### config.mk
export PLATFORM = sky130hd
export DESIGN_NAME = text_console_cursor_control
export DESIGN_NICKNAME = d
export VERILOG_FILES = /design/src/design/tcc_pkg.sv /design/src/design/tcc_front.sv /design/src/design/tcc_queue.sv /design/src/design/tcc_back.sv /design/src/design/text_console_cursor_control.sv
export SDC_FILE = /design/constraint.sdc
export NUM_CORES = 1
export LEC_CHECK = 0
export ABC_CLOCK_PERIOD_IN_PS = 7700
export BUFFER_PORTS_ARGS = -buffer_cell sky130_fd_sc_hd__buf_2
export CAP_MARGIN = 20
export CORE_AREA = 2 2 145 147
export CTS_CLUSTER_DIAMETER = 150
export DETAILED_ROUTE_END_ITERATION = 10
export DIE_AREA = 0 0 147 149
export PLACE_DENSITY = 0.59
export SLEW_MARGIN = 0
export SYNTH_ARGS = -nofsm -noshare
export SYNTH_HDL_FRONTEND = slang
export SYNTH_HIERARCHICAL = 1
export SYNTH_SLANG_ARGS = --single-unit
### constraint.sdc
create_clock -name clk_i -period 7.7 [get_ports clk_i]
set_input_delay 1.54 -clock clk_i [delete_from_list [all_inputs] [get_ports clk_i]]
set_output_delay 1.54 -clock clk_i [all_outputs]
set_load 0.02 [all_outputs]
### src/design/tcc_pkg.sv
package tcc_pkg;

  // Screen and tab geometry
  localparam int unsigned MaxCols  = 256;
  localparam int unsigned MaxRows  = 128;
  localparam int unsigned TabWidth = 4;

  localparam int unsigned ColW  = $clog2(MaxCols);      // stored cursor column
  localparam int unsigned RowW  = $clog2(MaxRows);      // stored cursor row
  localparam int unsigned ColsW = $clog2(MaxCols) + 1;  // num_cols register
  localparam int unsigned RowsW = $clog2(MaxRows) + 1;  // num_rows register

  // Reset values of the configuration registers
  localparam logic [ColsW-1:0] ColsReset = ColsW'(80);
  localparam logic [RowsW-1:0] RowsReset = RowsW'(25);

  // Configuration register indexes
  localparam int unsigned CfgIdxW = 2;
  localparam logic [CfgIdxW-1:0] RegEnable  = 2'd0;
  localparam logic [CfgIdxW-1:0] RegNumCols = 2'd1;
  localparam logic [CfgIdxW-1:0] RegNumRows = 2'd2;
  localparam int unsigned CfgDataW = ColsW;

  // Operations and control characters
  localparam logic OpPut   = 1'b0;
  localparam logic OpClear = 1'b1;

  localparam logic [7:0] ChNul = 8'h00;
  localparam logic [7:0] ChBs  = 8'h08;
  localparam logic [7:0] ChTab = 8'h09;
  localparam logic [7:0] ChLf  = 8'h0A;
  localparam logic [7:0] ChCr  = 8'h0D;

  // Queue between front and back
  localparam int unsigned QDepth = 4;
  localparam int unsigned QPtrW  = $clog2(QDepth);
  localparam int unsigned QCntW  = $clog2(QDepth + 1);

  typedef enum logic [1:0] {
    CMD_DRAW   = 2'd0,
    CMD_BLANK  = 2'd1,
    CMD_SCROLL = 2'd2,
    CMD_CLEAR  = 2'd3
  } cmd_e;

  // One classified input: an optional draw/blank/clear, then an optional scroll
  typedef struct packed {
    logic            has_first;
    cmd_e            first_cmd;
    logic [ColW-1:0] col;
    logic [RowW-1:0] row;
    logic [7:0]      glyph;
    logic            has_scroll;
  } entry_t;

endpackage

### src/design/tcc_front.sv
module tcc_front (
  input  logic                         clk_i,
  input  logic                         rst_ni,
  input  logic                         cfg_we_i,
  input  logic [tcc_pkg::CfgIdxW-1:0]  cfg_idx_i,
  input  logic [tcc_pkg::CfgDataW-1:0] cfg_data_i,
  input  logic                         in_valid_i,
  output logic                         in_ready_o,
  input  logic                         op_i,
  input  logic [7:0]                   char_i,
  output logic                         push_o,
  output tcc_pkg::entry_t              push_data_o,
  input  logic                         q_full_i
);

  logic                          enable_q;
  logic [tcc_pkg::ColsW-1:0]     num_cols_q;
  logic [tcc_pkg::RowsW-1:0]     num_rows_q;
  logic [tcc_pkg::ColW-1:0]      cursor_col_q, cursor_col_d;
  logic [tcc_pkg::RowW-1:0]      cursor_row_q, cursor_row_d;

  logic [tcc_pkg::ColsW-1:0]     cols_w;
  logic [tcc_pkg::RowsW-1:0]     rows_w;
  logic [tcc_pkg::ColsW:0]       col_n, col_w;
  logic [tcc_pkg::RowsW-1:0]     row_n, row_w;
  logic                          is_nul, scroll, accept, active;
  tcc_pkg::entry_t               rec;

  // Clamp screen size to 1..max
  always_comb begin
    if (num_cols_q == '0) begin
      cols_w = tcc_pkg::ColsW'(1);
    end else if (num_cols_q > tcc_pkg::ColsW'(tcc_pkg::MaxCols)) begin
      cols_w = tcc_pkg::ColsW'(tcc_pkg::MaxCols);
    end else begin
      cols_w = num_cols_q;
    end
    if (num_rows_q == '0) begin
      rows_w = tcc_pkg::RowsW'(1);
    end else if (num_rows_q > tcc_pkg::RowsW'(tcc_pkg::MaxRows)) begin
      rows_w = tcc_pkg::RowsW'(tcc_pkg::MaxRows);
    end else begin
      rows_w = num_rows_q;
    end
  end

  // Classify the character and step the cursor
  always_comb begin
    col_n          = (tcc_pkg::ColsW+1)'(cursor_col_q);
    row_n          = tcc_pkg::RowsW'(cursor_row_q);
    is_nul         = 1'b0;
    rec.has_first  = 1'b0;
    rec.first_cmd  = tcc_pkg::CMD_DRAW;
    rec.col        = cursor_col_q;
    rec.row        = cursor_row_q;
    rec.glyph      = '0;
    rec.has_scroll = 1'b0;
    case (char_i)
      tcc_pkg::ChNul: is_nul = 1'b1;
      tcc_pkg::ChLf: begin
        col_n = '0;
        row_n = row_n + tcc_pkg::RowsW'(1);
      end
      tcc_pkg::ChCr: col_n = '0;
      tcc_pkg::ChTab: col_n = col_n + (tcc_pkg::ColsW+1)'(tcc_pkg::TabWidth);
      tcc_pkg::ChBs: begin
        if (cursor_col_q != '0) begin
          col_n         = col_n - (tcc_pkg::ColsW+1)'(1);
          rec.has_first = 1'b1;
          rec.first_cmd = tcc_pkg::CMD_BLANK;
          rec.col       = cursor_col_q - tcc_pkg::ColW'(1);
        end else if (cursor_row_q != '0) begin
          // wrap back to the last column of the previous row
          row_n         = row_n - tcc_pkg::RowsW'(1);
          col_n         = (tcc_pkg::ColsW+1)'(cols_w - tcc_pkg::ColsW'(1));
          rec.has_first = 1'b1;
          rec.first_cmd = tcc_pkg::CMD_BLANK;
          rec.col       = tcc_pkg::ColW'(cols_w - tcc_pkg::ColsW'(1));
          rec.row       = cursor_row_q - tcc_pkg::RowW'(1);
        end
      end
      default: begin
        rec.has_first = 1'b1;
        rec.first_cmd = tcc_pkg::CMD_DRAW;
        rec.glyph     = char_i;
        col_n         = col_n + (tcc_pkg::ColsW+1)'(1);
      end
    endcase

    // column overflow wraps, row overflow scrolls
    if (col_n >= (tcc_pkg::ColsW+1)'(cols_w)) begin
      col_w = '0;
      row_w = row_n + tcc_pkg::RowsW'(1);
    end else begin
      col_w = col_n;
      row_w = row_n;
    end
    scroll         = (row_w >= rows_w);
    rec.has_scroll = scroll;
    cursor_col_d   = col_w[tcc_pkg::ColW-1:0];
    cursor_row_d   = scroll ? tcc_pkg::RowW'(rows_w - tcc_pkg::RowsW'(1))
                            : row_w[tcc_pkg::RowW-1:0];

    if (op_i == tcc_pkg::OpClear) begin
      rec.has_first  = 1'b1;
      rec.first_cmd  = tcc_pkg::CMD_CLEAR;
      rec.col        = '0;
      rec.row        = '0;
      rec.glyph      = '0;
      rec.has_scroll = 1'b0;
      cursor_col_d   = '0;
      cursor_row_d   = '0;
    end
  end

  assign in_ready_o  = !q_full_i;
  assign accept      = in_valid_i && in_ready_o;
  assign active      = accept && enable_q && (op_i == tcc_pkg::OpClear || !is_nul);
  assign push_o      = active && (rec.has_first || rec.has_scroll);
  assign push_data_o = rec;

  always_ff @(posedge clk_i or negedge rst_ni) begin
    if (!rst_ni) begin
      enable_q     <= 1'b0;
      num_cols_q   <= tcc_pkg::ColsReset;
      num_rows_q   <= tcc_pkg::RowsReset;
      cursor_col_q <= '0;
      cursor_row_q <= '0;
    end else begin
      if (cfg_we_i) begin
        case (cfg_idx_i)
          tcc_pkg::RegEnable:  enable_q   <= cfg_data_i[0];
          tcc_pkg::RegNumCols: num_cols_q <= cfg_data_i;
          tcc_pkg::RegNumRows: num_rows_q <= cfg_data_i[tcc_pkg::RowsW-1:0];
          default: ;
        endcase
      end
      if (active) begin
        cursor_col_q <= cursor_col_d;
        cursor_row_q <= cursor_row_d;
      end
    end
  end

  // After any put or clear the cursor sits on a visible row
  a_row_on_screen: assert property (@(posedge clk_i) disable iff (!rst_ni)
    active && !cfg_we_i |=> tcc_pkg::RowsW'(cursor_row_q) < $past(rows_w))
    else $error("cursor row left the screen");

  // A clear accepted while enabled always produces a transaction for the back end
  a_clear_pushes: assert property (@(posedge clk_i) disable iff (!rst_ni)
    accept && enable_q && op_i == tcc_pkg::OpClear |-> push_o)
    else $error("clear dropped");

endmodule

### src/design/tcc_queue.sv
module tcc_queue (
  input  logic            clk_i,
  input  logic            rst_ni,
  input  logic            push_i,
  input  tcc_pkg::entry_t push_data_i,
  output logic            full_o,
  input  logic            pop_i,
  output tcc_pkg::entry_t head_o,
  output logic            empty_o
);

  tcc_pkg::entry_t             mem [tcc_pkg::QDepth];
  logic [tcc_pkg::QPtrW-1:0]   wr_ptr_q, rd_ptr_q;
  logic [tcc_pkg::QCntW-1:0]   count_q;

  assign full_o  = (count_q == tcc_pkg::QCntW'(tcc_pkg::QDepth));
  assign empty_o = (count_q == '0);
  assign head_o  = mem[rd_ptr_q];

  always_ff @(posedge clk_i) begin
    if (push_i) begin
      mem[wr_ptr_q] <= push_data_i;
    end
  end

  always_ff @(posedge clk_i or negedge rst_ni) begin
    if (!rst_ni) begin
      wr_ptr_q <= '0;
      rd_ptr_q <= '0;
      count_q  <= '0;
    end else begin
      if (push_i) begin
        wr_ptr_q <= wr_ptr_q + tcc_pkg::QPtrW'(1);
      end
      if (pop_i) begin
        rd_ptr_q <= rd_ptr_q + tcc_pkg::QPtrW'(1);
      end
      case ({push_i, pop_i})
        2'b10:   count_q <= count_q + tcc_pkg::QCntW'(1);
        2'b01:   count_q <= count_q - tcc_pkg::QCntW'(1);
        default: ;
      endcase
    end
  end

  a_count_bound: assert property (@(posedge clk_i) disable iff (!rst_ni)
    count_q <= tcc_pkg::QCntW'(tcc_pkg::QDepth))
    else $error("queue count out of range");

  a_no_overflow: assert property (@(posedge clk_i) disable iff (!rst_ni)
    full_o |-> !push_i)
    else $error("push into full queue");

endmodule

### src/design/tcc_back.sv
module tcc_back (
  input  logic                        clk_i,
  input  logic                        rst_ni,
  input  tcc_pkg::entry_t             head_i,
  input  logic                        empty_i,
  output logic                        pop_o,
  output logic                        out_valid_o,
  input  logic                        out_ready_i,
  output tcc_pkg::cmd_e               cmd_o,
  output logic [tcc_pkg::ColW-1:0]    col_o,
  output logic [tcc_pkg::RowW-1:0]    row_o,
  output logic [7:0]                  glyph_o,
  output logic                        last_o
);

  logic                       valid_q;
  logic                       phase_q, phase_d;
  tcc_pkg::cmd_e              cmd_q, cmd_d;
  logic [tcc_pkg::ColW-1:0]   col_q, col_d;
  logic [tcc_pkg::RowW-1:0]   row_q, row_d;
  logic [7:0]                 glyph_q, glyph_d;
  logic                       last_q, last_d;
  logic                       load, take_first;

  assign load       = !empty_i && (!valid_q || out_ready_i);
  assign take_first = !phase_q && head_i.has_first;

  // Emit the first command of the head entry, then its scroll if any
  always_comb begin
    if (take_first) begin
      cmd_d   = head_i.first_cmd;
      col_d   = head_i.col;
      row_d   = head_i.row;
      glyph_d = head_i.glyph;
      last_d  = !head_i.has_scroll;
    end else begin
      cmd_d   = tcc_pkg::CMD_SCROLL;
      col_d   = '0;
      row_d   = '0;
      glyph_d = '0;
      last_d  = 1'b1;
    end
    phase_d = load ? (take_first && head_i.has_scroll) : phase_q;
  end

  assign pop_o = load && !(take_first && head_i.has_scroll);

  always_ff @(posedge clk_i or negedge rst_ni) begin
    if (!rst_ni) begin
      valid_q <= 1'b0;
      phase_q <= 1'b0;
    end else begin
      phase_q <= phase_d;
      if (load) begin
        valid_q <= 1'b1;
      end else if (out_ready_i) begin
        valid_q <= 1'b0;
      end
    end
  end

  always_ff @(posedge clk_i) begin
    if (load) begin
      cmd_q   <= cmd_d;
      col_q   <= col_d;
      row_q   <= row_d;
      glyph_q <= glyph_d;
      last_q  <= last_d;
    end
  end

  assign out_valid_o = valid_q;
  assign cmd_o       = cmd_q;
  assign col_o       = col_q;
  assign row_o       = row_q;
  assign glyph_o     = glyph_q;
  assign last_o      = last_q;

  // Second half of a two-command entry keeps its entry at the queue head
  a_phase_holds_head: assert property (@(posedge clk_i) disable iff (!rst_ni)
    phase_q |-> !empty_i)
    else $error("scroll pending with empty queue");

endmodule

### src/design/text_console_cursor_control.sv
// Text console cursor control.
// Input stream s_axis: one transaction per character byte (tuser = 0) or
// clear-screen request (tuser = 1). The block tracks the cursor column and
// row and turns each transaction into zero, one or two draw commands on
// m_axis: draw glyph, blank cell, scroll up one row, clear screen. tlast
// marks the final command of one input transaction.
// Configuration: cfg_we_i writes register cfg_idx_i (0 enable, 1 num_cols,
// 2 num_rows) with cfg_data_i at the clock edge; write only while idle.
// Structure: the front end classifies each character combinationally and
// steps the cursor register, pushes at most one entry into a four-deep queue,
// and the back end expands each entry into its commands through a registered
// output stage. Throughput: one input transaction per cycle while the queue
// is not full; the back end delivers one command per cycle while m_axis is
// not stalled, so inputs that cause two commands (draw or blank plus a
// scroll) take two output transfers. An accepted input's entry is written into
// the queue, then loaded into the output register that drives m_axis_tvalid.
// When m_axis stalls, the output register holds its command, the queue fills
// and s_axis_tready drops once the queue is full.
// Reset: the cursor homes to column 0, row 0, enable clears, num_cols = 80,
// num_rows = 25, the queue empties; there is no clearing pass.
module text_console_cursor_control (
  input  logic                         clk_i,
  input  logic                         rst_ni,
  input  logic                         cfg_we_i,
  input  logic [tcc_pkg::CfgIdxW-1:0]  cfg_idx_i,
  input  logic [tcc_pkg::CfgDataW-1:0] cfg_data_i,
  input  logic                         s_axis_tvalid,
  output logic                         s_axis_tready,
  input  logic [7:0]                   s_axis_tdata,   // [7:0] char_code
  input  logic                         s_axis_tuser,   // [0] operation
  output logic                         m_axis_tvalid,
  input  logic                         m_axis_tready,
  output logic [23:0]                  m_axis_tdata,   // [7:0] cell_col,
                                                       // [14:8] cell_row,
                                                       // [22:15] glyph, [23] 0
  output logic [1:0]                   m_axis_tuser,   // [1:0] command
  output logic                         m_axis_tlast    // last
);

  logic                      push, q_full, pop, q_empty;
  tcc_pkg::entry_t           push_data, head;
  tcc_pkg::cmd_e             cmd;
  logic [tcc_pkg::ColW-1:0]  col;
  logic [tcc_pkg::RowW-1:0]  row;
  logic [7:0]                glyph;

  // Classify and step the cursor
  tcc_front u_front (
    .clk_i       (clk_i),
    .rst_ni      (rst_ni),
    .cfg_we_i    (cfg_we_i),
    .cfg_idx_i   (cfg_idx_i),
    .cfg_data_i  (cfg_data_i),
    .in_valid_i  (s_axis_tvalid),
    .in_ready_o  (s_axis_tready),
    .op_i        (s_axis_tuser),
    .char_i      (s_axis_tdata),
    .push_o      (push),
    .push_data_o (push_data),
    .q_full_i    (q_full)
  );

  // Decouple the cursor logic from output stalls
  tcc_queue u_queue (
    .clk_i       (clk_i),
    .rst_ni      (rst_ni),
    .push_i      (push),
    .push_data_i (push_data),
    .full_o      (q_full),
    .pop_i       (pop),
    .head_o      (head),
    .empty_o     (q_empty)
  );

  // Expand entries into commands
  tcc_back u_back (
    .clk_i       (clk_i),
    .rst_ni      (rst_ni),
    .head_i      (head),
    .empty_i     (q_empty),
    .pop_o       (pop),
    .out_valid_o (m_axis_tvalid),
    .out_ready_i (m_axis_tready),
    .cmd_o       (cmd),
    .col_o       (col),
    .row_o       (row),
    .glyph_o     (glyph),
    .last_o      (m_axis_tlast)
  );

  // Pack payload, lowest field first
  assign m_axis_tdata = {1'b0, glyph, row, col};
  assign m_axis_tuser = cmd;

endmodule
==> flow_metrics.py, run 1 <==
metrics = {
    "status": {
        "status": "complete, no violations",
    },
    "timing": {
        "fin_crit_ns": 7.17,
        "drv_slew": 0,
        "setup-tns-final_ns": 0,
        "setup_ws_ns": 0.529,
        "worst_pin_slew_ns": 0.987,
        "relSlewSlack_pct": 34.1,
        "hold_viol": 0,
        "rsz0062_at_grt": "no",
        "skew_ns": 0.0152,
        "fmax_ghz": 0.139,
        "period_share_pct": 93.1,
        "setup_viol": 0,
    },
    "final_layout": {
        "multi_input_area_sq_mm": 0.00369,
        "regArea_sq_mm": 0.00508,
        "mostFrequentLayoutCell": "edfxtp_1",
        "fin_area_sq_mm": 0.0103,
        "mostFrequentLayoutCells": "edfxtp_1, buf_2, nand2_1",
        "syn2layout_area_growth_pct": 13.4,
        "n_fill_cell": 1839,
        "final_layout_size_suffix_gt1_share_pct": 22.8,
        "nNetsFinal": 826,
        "antenna_cells": 0,
    },
    "routing": {
        "viasPerCell": 5.72,
        "detail_route.drc_violations": 0,
        "drtAntennaViolNets": 0,
        "drtPass1Iterations": 5,
        "drt-total-wl_microns": 20600,
        "route.detailed.wl_per_inst_microns": 19.6,
        "dr.first_iter.drc_count": 441,
        "dr_total_vias": 6042,
    },
    "synth": {
        "async_flop_share_pct": 23.9,
        "synth_cell_types": 80,
        "synth_area_leader_cell": "edfxtp_1",
        "synth_top_area_share_pct": 44.5,
        "yosysWarnings": 6,
        "synth_flop_cell": "edfxtp_1",
        "synth.avg_cell_area_sq_um": 12.8,
        "ys_ff_latch": 176,
        "synth_edf_count": 134,
        "syn_nets": 767,
        "netlist_top_cells_area": "edfxtp_1, dfrtp_1, mux4_2",
        "netlist_instances": 709,
        "syn-cell-area_sq_mm": 0.00905,
        "yosysSeqAreaShare_pct": 56.1,
    },
    "critical_path": {
        "critPathMostFrequentCell": "nor2_1",
        "cp_top_family": "compound AO/OA/AOI/OAI gates",
        "start_kind": "primary input",
        "cp.required_ns": 8.07,
        "cp.arrival_ns": 7.54,
        "crit_buf_inv": 3,
        "path_class": "in2reg",
        "cp_slowest_cell": "o21ai_0",
        "cp-end-kind": "flip-flop",
        "cp_slowest_stage_delay_ns": 0.49,
        "cp_max_fo": 10,
    },
    "die": {
        "io_pins": 54,
        "core-area_sq_mm": 0.0206,
        "die_x_microns": 147,
        "dieArea_sq_mm": 0.0219,
        "initial_core_util_pct": 44.0,
        "die_h_microns": 149,
        "placementRows": 53,
    },
    "clocking": {
        "ctsRootBufferMaster": "clkbuf_16",
        "cts_hold_buf": 0,
        "numCtsBuffers": 17,
        "cts_setup_buffers": 0,
        "clk_latency_ns": 0.44,
        "cts.sinks": 176,
        "htreeDepth": 4,
        "clock_path_buffers": 2,
        "clkTransAtPathRegs_ns": 0.07,
        "tritoncts": "done",
        "cts-resized-gates": 0,
    },
    "place": {
        "place_area_sq_mm": 0.00968,
        "dp_slack_ns": 0.179,
        "gp_congestion": 0.899,
        "portBuffers": 52,
        "hpwl_microns": 14200,
    },
    "power": {
        "cellLeakagePower_nw": 3.91,
        "power_density_mw_per_mm2": 366,
        "max-vdd-ir-drop_v": 0.000165,
        "power_mw": 3.76,
    },
    "global_routing": {
        "grt_max_degree": 43,
        "grt_pass1_vias": 6122,
        "grt-ovfl-total": 0,
        "grt.total_usage_pct": 19.7,
        "grt_pass1_wl_microns": 33200,
        "antenna_found_initial": 0,
    },
    "run": {
        "max-cap-violations": 0,
    },
    "worst_hold_path": {
        "hp-class": "reg2reg",
    },
}
## cell type report
cell class	count	area share, %
multi-input combinational	473	35.9
tap	275	3.35
clock buffer	17	4.14
clock inverter	15	1.54
inverter	27	0.987
timing repair buffer	73	4.53
sequential	176	49.5
## state kept, by name, summed over array words and instances, names as in the netlist
| signal | count |
|---|---|
| u_front/num_rows_q | 8 |
| u_queue/rd_ptr_q | 2 |
| u_back/glyph_o | 8 |
| u_back/out_valid_o | 1 |
| u_queue/count_q | 3 |
| u_queue/wr_ptr_q | 2 |
| u_front/enable_q | 1 |
| u_queue/mem | 108 |
| u_back/col_o | 8 |
| u_front/num_cols_q | 9 |
| u_back/cmd_o | 2 |
| u_back/row_o | 7 |
| u_back/phase_q | 1 |
| u_front/cursor_row_q | 7 |
| u_back/last_o | 1 |
| u_front/cursor_col_q | 8 |
## report_power, final
group | leakage (nW) | internal [mW] | switching [mW]
clock | 0.283 | 0.435 | 0.418
combinational | 1.86 | 0.600 | 0.861
sequential | 1.77 | 1.28 | 0.171
total | 3.91 | 2.31 | 1.45
## final timing paths
path	from	to	slack (ns)	depth (start not counted)
worst max-delay path	s_axis_tdata[7]	u_queue/count_q[2]	0.53	27
worst min-delay path	u_queue/count_q[0]	u_queue/count_q[0]	0.50	1
worst max register to register	u_front/cursor_row_q[0]	u_queue/count_q[2]	0.97	29
worst min register to register	u_queue/count_q[0]	u_queue/count_q[0]	0.50	1
max in group asynchronous	rst_ni	u_queue/rd_ptr_q[0]	6.04	2
min in group asynchronous	rst_ni	u_front/cursor_col_q[4]	1.19	2
## logic make-up after synthesis
group           after synthesis  synth area share [%]
xor+xnor                     29                  2.97
flops                       176                  56.1
other cells                   1                0.0414
mux                          49                  9.46
fa+ha+maj                    33                  4.64
simple gates                220                  13.2
buf+inv                      60                  3.25
compound gates              141                  10.3
## per-stage QoR
step	hold slack, ns	utilization (%)	cells
2_1_floorplan	0.457	-	709
3_3_place_gp	0.481	47.1	1023
3_5_place_dp	0.493	47.1	1023
4_1_cts	0.506	49.9	1055
5_1_grt	0.527	49.9	1056
6_report	0.504	49.9	1056
## cells in the mapped netlist (17+ instances only)
master    number
inv_1         26
edfxtp_1     134
nand2_1       53
nor2_1        41
dfrtp_1       37
mux2_2        19
o21ai_0       42
nand3_1       17
nor3_1        18
mux4_2        26
ha_1          32
and2_1        33
clkbuf_1      19
a21oi_1       33
## layer usage
| layer | GRT usage, % | vias up | wire length, microns |
|---|---|---|---|
| li1 | - | 2802 | - |
| met5 | 0 | - | 0 |
| met1 | 26.6 | 3041 | 9420 |
| met3 | 3.33 | 31 | 808 |
| met2 | 32.7 | 168 | 10100 |
| met4 | 6.78 | 0 | 362 |
## worst reg2reg max path, delay by kind of cell (launching register included)
kind            cells  cell delay [ns]
compound gates     10             2.22
simple gates        8             1.86
fa+ha+maj           5             1.35
flops               1             0.48
xor+xnor            3             0.44
buf+inv             3             0.34
(Power assumes the default switching activity.)
==> run 2: changes to the inputs <==
--- a/config.mk
+++ b/config.mk
@@ -7,12 +7,13 @@
 export LEC_CHECK = 0
 export ABC_CLOCK_PERIOD_IN_PS = 7700
 export BUFFER_PORTS_ARGS = -buffer_cell sky130_fd_sc_hd__buf_2
-export CAP_MARGIN = 20
+export CAP_MARGIN = 5
 export CORE_AREA = 2 2 145 147
 export CTS_CLUSTER_DIAMETER = 150
 export DETAILED_ROUTE_END_ITERATION = 10
 export DIE_AREA = 0 0 147 149
 export PLACE_DENSITY = 0.59
+export RECOVER_POWER = 25
 export SLEW_MARGIN = 0
 export SYNTH_ARGS = -nofsm -noshare
 export SYNTH_HDL_FRONTEND = slang
==> run 2 against run 1 <==
The flow now finishes with violations (max-capacitance violations, max-slew violations). Utilization shrank 0.17 points. Sequential share of layout area increased by 0.16 points. Register-to-register slack lost 0.03 ns. Die area did not move. Fmax is essentially flat. Non-clock buffer count is 1 lower. Flip-flop and latch count unchanged. Critical path type unchanged.
==> flow_metrics.py, run 2 (synthesis results as in run 1) <==
metrics = {
    "die": {
        "dieArea_sq_mm": 0.0219,
        "io_pins": 54,
        "die_h_microns": 149,
        "core-area_sq_mm": 0.0206,
        "die_x_microns": 147,
        "initial_core_util_pct": 44.0,
        "placementRows": 53,
    },
    "run": {
        "max-cap-violations": 5,
    },
    "critical_path": {
        "cp.arrival_ns": 7.53,
        "cp_slowest_cell": "nor4_4",
        "cp.required_ns": 8.06,
        "crit_buf_inv": 3,
        "cp-end-kind": "flip-flop",
        "critPathMostFrequentCell": "nor2_1",
        "cp_slowest_stage_delay_ns": 0.48,
        "cp_max_fo": 10,
        "path_class": "in2reg",
        "start_kind": "primary input",
        "cp_top_family": "compound AO/OA/AOI/OAI gates",
    },
    "routing": {
        "dr_total_vias": 6035,
        "detail_route.drc_violations": 0,
        "viasPerCell": 5.72,
        "route.detailed.wl_per_inst_microns": 19.5,
        "drtPass1Iterations": 5,
        "drtAntennaViolNets": 0,
        "dr.first_iter.drc_count": 473,
        "drt-total-wl_microns": 20600,
    },
    "clocking": {
        "htreeDepth": 4,
        "clkTransAtPathRegs_ns": 0.07,
        "cts_setup_buffers": 0,
        "clk_latency_ns": 0.44,
        "cts-resized-gates": 0,
        "clock_path_buffers": 2,
        "cts.sinks": 176,
        "ctsRootBufferMaster": "clkbuf_16",
        "tritoncts": "done",
        "cts_hold_buf": 0,
        "numCtsBuffers": 17,
    },
    "final_layout": {
        "reg_top3": "u_queue/mem x108, u_front/num_cols_q x9",
        "mostFrequentLayoutCell": "edfxtp_1",
        "final_cells": 1055,
        "utilization_pct": 49.8,
        "regMostFlops": "u_queue/mem",
        "syn2layout_area_growth_pct": 13.0,
        "antenna_cells": 0,
        "nNetsFinal": 825,
        "fin_area_sq_mm": 0.0102,
        "mostFrequentLayoutCells": "edfxtp_1, nand2_1, buf_2",
        "final_layout_size_suffix_gt1_share_pct": 21.5,
        "n_fill_cell": 1848,
        "largest_reg_flops": 108,
        "regArea_sq_mm": 0.00508,
        "multi_input_area_sq_mm": 0.00367,
    },
    "power": {
        "max-vdd-ir-drop_v": 0.000164,
        "power_density_mw_per_mm2": 367,
        "cellLeakagePower_nw": 3.88,
        "power_mw": 3.75,
    },
    "place": {
        "portBuffers": 52,
        "hpwl_microns": 14200,
        "dp_slack_ns": 0.179,
        "place_area_sq_mm": 0.00968,
        "gp_congestion": 0.899,
        "dp.cells": 1023,
    },
    "timing": {
        "fmax_ghz": 0.140,
        "whs_ns": 0.505,
        "worst_pin_slew_ns": 2.92,
        "setup_viol": 0,
        "rsz0062_at_grt": "no",
        "setup_ws_ns": 0.532,
        "period_share_pct": 93.1,
        "relSlewSlack_pct": -94.5,
        "skew_ns": 0.0140,
        "setup-tns-final_ns": 0,
        "drv_slew": 159,
        "fin_crit_ns": 7.17,
        "hold_viol": 0,
    },
    "worst_hold_path": {
        "hp-class": "reg2reg",
    },
    "global_routing": {
        "grt_pass1_wl_microns": 33200,
        "grt_max_degree": 43,
        "grt-ovfl-total": 0,
        "grt.total_usage_pct": 19.7,
        "grt_pass1_vias": 6122,
        "antenna_found_initial": 0,
    },
    "status": {
        "violations": "max-capacitance violations, max-slew violations",
        "status": "complete, but fails checks",
    },
}
run 2: cell count changes in the layout (fill, tap and decap cells not counted), sizes merged:
cell / previous run / this run
buf: 73 / 66
clkbuf: 17 / 23
run 2: area by class of cell:
type                            instances  area share (%)
Multi-Input combinational cell        473            35.9
Clock inverter                         15            1.54
Sequential cell                       176            49.7
Clock buffer                           17            4.16
Tap cell                              275            3.36
Timing Repair Buffer                   72            4.40
Inverter                               27           0.991
run 2: worst paths after layout:
| path | end | slack, ns | from | cells past startpoint |
|---|---|---|---|---|
| worst min-delay path | u_queue/count_q[0] | 0.51 | u_queue/count_q[0] | 1 |
| worst max-delay path | u_queue/count_q[2] | 0.53 | s_axis_tdata[7] | 27 |
| worst min register to register | u_queue/count_q[0] | 0.51 | u_queue/count_q[0] | 1 |
| min in group asynchronous | u_front/cursor_col_q[4] | 2.00 | rst_ni | 2 |
| worst max register to register | u_queue/count_q[2] | 0.94 | u_front/cursor_row_q[0] | 29 |
| max in group asynchronous | u_queue/rd_ptr_q[1] | 4.23 | rst_ni | 2 |
run 2: layer usage:
metal | track usage (%) | share of wire, % | wire length (microns)
met1 | 26.6 | 46 | 9380
met4 | 6.78 | 1.8 | 362
met3 | 3.33 | 3.7 | 768
met2 | 32.7 | 49 | 10100
met5 | 0 | 0 | 0
run 2: worst reg2reg max path: cells and delay by family (launching register included):
family,cells,cell delay (ns)
AO/OA/AOI/OAI,10,2.24
AND/OR/NAND/NOR,8,1.85
adder cells (fa/ha/maj),5,1.36
flip-flops,1,0.48
XOR/XNOR,3,0.44
buffers and inverters,3,0.34
run 2: power by group:
| group | switching (mW) | leakage [nW] | internal [mW] |
|---|---|---|---|
| registers | 0.169 | 1.77 | 1.28 |
| logic | 0.860 | 1.82 | 0.596 |
| clock network | 0.416 | 0.283 | 0.435 |
